[config.mk]
export PLATFORM = sky130hd
export DESIGN_NAME = pms_isqrt
export DESIGN_NICKNAME = d
export VERILOG_FILES = /design/src/rtl/pms_pkg.sv /design/src/rtl/pms_isqrt.sv
export SDC_FILE = /design/constraint.sdc
export NUM_CORES = 1
export LEC_CHECK = 0
export BUFFER_PORTS_ARGS = -buffer_cell sky130_fd_sc_hd__buf_2
export CORE_MARGIN = 4
export CORE_UTILIZATION = 51
export DETAILED_ROUTE_END_ITERATION = 16
export GPL_TIMING_DRIVEN = 0
export PLACE_DENSITY_LB_ADDON = 0.08
export SKIP_LAST_GASP = 1
export SLEW_MARGIN = 30
export SYNTH_ARGS = -nofsm -noshare
export SYNTH_HDL_FRONTEND = slang
export SYNTH_SLANG_ARGS = --single-unit
[constraint.sdc]
create_clock -name clk -period 6.45 [get_ports clk]
set_input_delay 1.29 -clock clk [delete_from_list [all_inputs] [get_ports clk]]
set_output_delay 1.29 -clock clk [all_outputs]
set_load 0.05 [all_outputs]
[src/rtl/pms_pkg.sv]
// shared types, widths and arithmetic helpers for the particle motion step core
// no dependencies
package pms_pkg;

  localparam int W          = 20;
  localparam int DATA_W     = 6 * W;
  localparam int CFG_IDX_W  = 3;
  localparam int CFG_DATA_W = 60;
  localparam int D_W        = W + 1;
  localparam int SQ_W       = 42;
  localparam int LEN_W      = 21;
  localparam int DIST_W     = 15;
  localparam int P1_W       = LEN_W + DIST_W;
  localparam int DEN_W      = P1_W + DIST_W;
  localparam int PROD_W     = 40;
  localparam int NUM_SH     = 24;
  localparam int NUM_W      = PROD_W + NUM_SH;
  localparam int Q_W        = 22;
  localparam int CMP_W      = DEN_W + Q_W + 1;
  localparam int K_W        = 14;
  localparam int SAT_W      = 40;
  localparam int SQRT_STG   = LEN_W;
  localparam int DIV_STG    = Q_W + 1;
  localparam int CARRY_LEN  = SQRT_STG + 2 + DIV_STG;
  localparam int WALL_STG   = 6;
  localparam int DIST_MIN   = 4096;
  localparam int DIST_MAX   = 20480;
  localparam int ONE_Q12    = 4096;
  localparam int MAXV       = (1 << (W - 1)) - 1;
  localparam int MINV       = -(1 << (W - 1));

  localparam int MODE_GRAV = 0;
  localparam int MODE_ATTR = 1;
  localparam int MODE_WALL = 2;

  typedef enum logic [CFG_IDX_W-1:0] {
    CFG_MODE = 3'd0,
    CFG_GRAV = 3'd1,
    CFG_ATT  = 3'd2,
    CFG_STR  = 3'd3,
    CFG_HALF = 3'd4,
    CFG_RAD  = 3'd5,
    CFG_FRIC = 3'd6
  } cfg_idx_t;

  typedef logic [2:0][W-1:0] vec3_t;

  typedef struct packed {
    vec3_t                  p;
    vec3_t                  v;
    logic [2:0]             dneg;
    logic [2:0][PROD_W-1:0] prod;
  } carry_t;

  typedef struct packed {
    logic                  en;
    logic signed [W-1:0]   lim;
    logic signed [K_W-1:0] k;
  } wall_cfg_t;

  function automatic logic [W-1:0] sat20(input logic signed [SAT_W-1:0] x);
    logic [W-1:0] r;
    if (x > SAT_W'(MAXV)) r = W'(MAXV);
    else if (x < SAT_W'(MINV)) r = W'(MINV);
    else r = x[W-1:0];
    return r;
  endfunction

  function automatic logic [W-1:0] fscale(input logic [W-1:0] v, input logic [K_W-1:0] k,
                                          input logic neg);
    logic signed [SAT_W-1:0] prod, mag, q, r;
    prod = SAT_W'($signed(v)) * SAT_W'($signed(k));
    mag  = (prod < 0) ? -prod : prod;
    q    = mag >>> 12;
    r    = (prod < 0) ? -q : q;
    if (neg) r = -r;
    return sat20(r);
  endfunction

endpackage

[src/rtl/pms_isqrt.sv]
// pipelined integer square root, one result bit per stage
// depends on pms_pkg
module pms_isqrt import pms_pkg::*; (
  input  logic             clk,
  input  logic             en,
  input  logic [SQ_W-1:0]  x_in,
  output logic [LEN_W-1:0] len_out
);

  logic [SQ_W-1:0] x_r   [SQRT_STG];
  logic [SQ_W-1:0] res_r [SQRT_STG];

  for (genvar g = 0; g < SQRT_STG; g++) begin : g_stg
    logic [SQ_W-1:0] xi, ri, bitv, trial, x_nxt, res_nxt;
    if (g == 0) begin : g_first
      assign xi = x_in;
      assign ri = '0;
    end else begin : g_next
      assign xi = x_r[g-1];
      assign ri = res_r[g-1];
    end
    assign bitv  = SQ_W'(1) << (2 * (SQRT_STG - 1 - g));
    assign trial = ri + bitv;
    always_comb begin
      if (xi >= trial) begin
        x_nxt   = xi - trial;
        res_nxt = (ri >> 1) + bitv;
      end else begin
        x_nxt   = xi;
        res_nxt = ri >> 1;
      end
    end
    always_ff @(posedge clk) begin
      if (en) begin
        x_r[g]   <= x_nxt;
        res_r[g] <= res_nxt;
      end
    end
  end

  assign len_out = res_r[SQRT_STG-1][LEN_W-1:0];

endmodule

Yosys cells after proc, flatten, opt, wreduce, memory -nomap -nowiden
Memory sizes are Yosys's and may differ from the RTL's. Cells that the tools add are included.

Word-level logic and storage cells: 128. Output and inout bits: 21. Bits in registers: 0. Memory bits (writable): 1764. Memories kept: 2. Bits of input ports: 44.

Memories: res_r (depth 21, width 42, read ports 21, clocked after Yosys merged registers in 0, wr ports 21, line pms_isqrt.sv:11) `logic [SQ_W-1:0] res_r [SQRT_STG];`; x_r (depth 21, width 42, read ports 20, clocked after Yosys merged registers in 0, wr ports 21, line pms_isqrt.sv:10) `logic [SQ_W-1:0] x_r [SQRT_STG];`.

Muxes and demuxes: 44. Add/subtract/negate cells: 61. Order comparisons: 21.

Operator list (number): 2-to-1 mux 42 bit (41); >= comparator 42 bit (20); subtractor 42 bit (20); adder 41 x 1 -> 42 bit, second input constant (1); adder 41 x 11 -> 42 bit, second input constant (1); adder 41 x 13 -> 42 bit, second input constant (1); adder 41 x 15 -> 42 bit, second input constant (1); adder 41 x 17 -> 42 bit, second input constant (1); adder 41 x 19 -> 42 bit, second input constant (1); adder 41 x 21 -> 42 bit, second input constant (1); adder 41 x 23 -> 42 bit, second input constant (1); adder 41 x 25 -> 42 bit, second input constant (1); adder 41 x 27 -> 42 bit, second input constant (1); adder 41 x 29 -> 42 bit, second input constant (1); adder 41 x 3 -> 42 bit, second input constant (1); adder 41 x 31 -> 42 bit, second input constant (1); adder 41 x 33 -> 42 bit, second input constant (1); adder 41 x 35 -> 42 bit, second input constant (1); adder 41 x 37 -> 42 bit, second input constant (1); adder 41 x 39 -> 42 bit, second input constant (1); adder 41 x 5 -> 42 bit, second input constant (1); adder 41 x 7 -> 42 bit, second input constant (1); adder 41 x 9 -> 42 bit, second input constant (1); adder 42 x 1 -> 42 bit, second input constant (1); 23 further kinds (24).

Longest topological paths before layout
An unclocked memory read counts as a cell.

Word-level depth: 4. Depth in mapped cells: 14.

Worst setup path after synthesis
No wires, ideal clock.

Path kind: register to register. Start: mem x_r[16][9], in the netlist x_r[8][9]. End: mem x_r[17][40], in the netlist x_r[8][82], data pin. Arrival: 3.049 ns. Setup time: 0.272 ns. Path buffers: 1. Cell stages (with the launch flop): 12. Setup slack: 3.129 ns. Cells stage by stage: edfxtp_1 -> ha_1 -> or4b_1 -> nor4_1 -> nand3_1 -> o211ai_1 -> a211oi_1 -> or4b_1 -> clkbuf_1 -> a41o_1 -> a2111oi_2 -> xor2_1.

RTL lines (line): start, declared (pms_isqrt.sv:10).

==> metrics.md <==
| Metric | Value |
|---|---|
| Power Dens Cells | `roughly 330 mW/mm^2` |
| Crit. End Element | `flop` |
| #FFs+latches synth | `between 1k and 1.5k` |
| Antenna Nets Post-Route | `0` |
| Initial Utilization | `between 50% and 60%` |
| Largest net degree at the start of global routing | `130` |
| Leak | `21.05 nW` |
| RePlAce Congestion | `0.9095` |
| Tot GR Track Use | `a little under a fifth` |
| Post-synth EDFFs | `around 1.1k` |
| Worst hold path class | `flop to flop` |
| Final Hold Vio Count | `0` |
| Placed cells | `between 5k and 6k` |
| Final min period | `4307 ps` |
| Die height | `about 320 um` |
| Total clock sinks | `1071` |
| Most frequent cells in the layout | `edfxtp_1, inv_1, nor2_1, ha_1, nand2_1` |
| Worst path cell trace | `ha_1 -> nand4_1 -> nor4_1 -> nand4_1 -> nor4_1 -> o211ai_1 -> nand4_1 -> clkbuf_1 -> clkbuf_1 -> xnor2_1` |
| Reg area | `between 0.03 and 0.04 sq mm` |
| Post-synthesis cell area | `about 0.05 sq mm` |
| FP Rows | `114` |
| Worst-path clk slew | `around 60 ps` |
| Vias/cell | `~5.5` |
| FF-to-FF Start | `x_r[7][14]` |
| Grt total ovfl | `0` |
| CTS Buf Count | `110` |
| First-pass GRT wire length | `about 160 mm` |
| Synth warn | `0` |
| Net Count, Synth | `about 4.1k` |
| Setup Skew | `between 50 and 60 ps` |
| Fin crit share | `about two thirds` |
| Routed WL per cell | `approximately 18 um` |
| CP most frequent cell | `nand4_1` |
| Type of the worst setup path | `flop to flop` |
| Top post-synthesis cells by area | `edfxtp_1, ha_1, xnor2_1` |
| Die X-Extent | `between 300 and 400 um` |
| Antenna diode count | `0` |
| Final core occ | `roughly 58%` |
| Hold path endpoint | `res_r[1][69]` |
| Status | `completed` |
| Worst Hold Path Cells | `0` |
| Final setup vio count | `0` |
| Arr. time, crit path | `4750 ps` |
| Worst reg2reg endpoint | `x_r[7][52]` |
| Post-route worst setup slack | `~2100 ps` |
| Slowest cell delay on critical path | `about 800 ps` |
| TNS Setup | `0 ps` |
| Sequential share of the synthesized area | `between 60 and 70%` |
| Worst hold start | `res_r[1][28]` |
| Max Clock Freq | `232.2 MHz` |
| WP data required | `a little under 7000 ps` |
| Drt total wl | `a little under 100 mm` |
| Max-cap violations | `0` |
| WP buf/inv | `2` |
| CP startpoint kind | `flop` |
| Iteration-0 DRC Markers | `1807` |
| Vias in the first global route | `about 30k` |
| Max Root-Sink Buffers | `3` |
| HPWL after DPL | `approximately 73 mm` |
| Slew headroom | `30.46%` |
| PortBufs | `64` |
| Area of the multi-input gates | `around 0.017 sq mm` |
| R2R Setup Slk | `between 2000 and 2500 ps` |
| Unrepaired setup endpoints after global routing | `false` |
| Layout cells sized above 1 | `under 10%` |
| Post-synth top area cell | `edfxtp_1` |
| Nets | `around 4.3k` |
| Max-slew violations | `0` |
| CTS Hold Buffers Added | `0` |
| Clk_lat worst skew | `between 700 and 800 ps` |
| Root buf cell | `clkbuf_16` |
| Setup WS pre-CTS | `2135 ps` |
| Post-Syn Instances | `around 3.9k` |
| Pre-antenna DRT Iters | `6` |
| Synthesized area per cell | `~13 sq um` |
| Vias | `just under 30k` |
| IR drop worst, VDD | `around 0.21 mV` |
| Dominant synthesized flop cell | `edfxtp_1` |
| Die area | `~0.10 sq mm` |
| Post-synth cell types | `78` |
| CP Max Fanout | `10` |
| H-Tree Depth | `3` |
| Area grow syn2layout | `11.48%` |
| CP delay by family, top | `simple AND/OR/NAND/NOR gates` |
| DRC | `0` |
| Fill cell count | `roughly 8k` |
| Top cell type's share of synthesized area | `64.26%` |
| R2r worst-path depth | `10` |
| Layout Cells excl Fill | `around 5.4k` |
| PostCTS Resize Cnt | `0` |
| Core region area | `0.09699 sq mm` |
| Commonest non-fill, non-tap cell in the layout | `edfxtp_1` |
| Initial antenna violation count | `1` |
| Post-CTS Setup Bufs | `0` |
| Critical-path top delay cell | `nor4_1` |
| Worst-margin pin slew | `roughly 1000 ps` |
| TritonCTS clock tree | `yes` |
| Ports | `between 60 and 70` |
| Ys async rst share | `0%` |
how the worst max path moves through the flow:
stage	startpoint	end	slack (ps)	depth (start not counted)
floorplan	x_r[8][9]	x_r[8][82]	3130	11
global placement	en	x_r[9][45]	-12500	1
detailed placement	x_r[8][9]	x_r[8][82]	2140	11
CTS	x_r[8][9]	x_r[8][82]	2090	11
global route	x_r[8][9]	x_r[8][82]	1920	11
finish	x_r[7][14]	x_r[7][52]	2140	10
synth_stat cells (all sizes together), types with 14 or more instances:
master	count
clkbuf	48
ha	248
nor3	107
nor2	255
a21oi	219
o21ai	166
o21bai	14
a211oi	17
nor4	119
nand3	64
or3	40
nand4	50
nand3b	17
a21o	72
mux2	43
o31ai	24
inv	306
edfxtp	1071
o21a	51
nand2	242
nand2b	58
xor2	156
nand4b	17
or4	27
xnor2	194
nor2b	38
per-stage QoR:
step | power, mW | hold WS (ps) | cell area, sq um
after detailed placement | 12.51 | 429.2 | 52240
after global routing | 19.55 | 430.9 | 55790
final | 18.59 | 408.2 | 55790
after floorplan | 11.56 | 416.6 | 50040
after global placement | 12.67 | 426.1 | 51960
after CTS | 18.77 | 405.7 | 55790
sequential cells by signal (all words and copies together) (netlist names):
name   cells
res_r    231
x_r      840
area by class of cell:
| class | instances | share of cell area, % |
|---|---|---|
| flip-flops and latches | 1071 | 57.65 |
| multi-input cells | 2416 | 29.64 |
| clock buffers | 131 | 5.113 |
| well taps | 1276 | 2.862 |
| inverters | 306 | 2.059 |
| clock inverters | 70 | 1.242 |
| repair buffers | 73 | 1.045 |
| plain buffers | 57 | 0.3947 |
metal layers:
layer	global-route usage, %	wire length (um)	vias up	part of all wire, %
met5	0	0	-	0
met4	8.675	4212	0	4.3
met3	2.649	3223	218	3.3
met2	36.53	53040	473	54
met1	21.10	37750	14140	38
li1	-	-	14730	-
logic make-up after synthesis:
kind of cell / after synthesis / synth area share [%]
xor+xnor: 350 / 6.125
mux: 48 / 1.068
compound gates: 662 / 8.213
fa+ha+maj: 248 / 6.200
flops: 1071 / 64.26
buf+inv: 363 / 2.735
simple gates: 1108 / 11.39
report_power, final:
group	internal (mW)	switching, mW	total [mW]
registers	8.75	0.563	9.32
clock network	3.59	2.61	6.21
logic	1.34	1.72	3.06
total	13.7	4.90	18.6
Note: power is estimated with default switching activity, not from simulation.
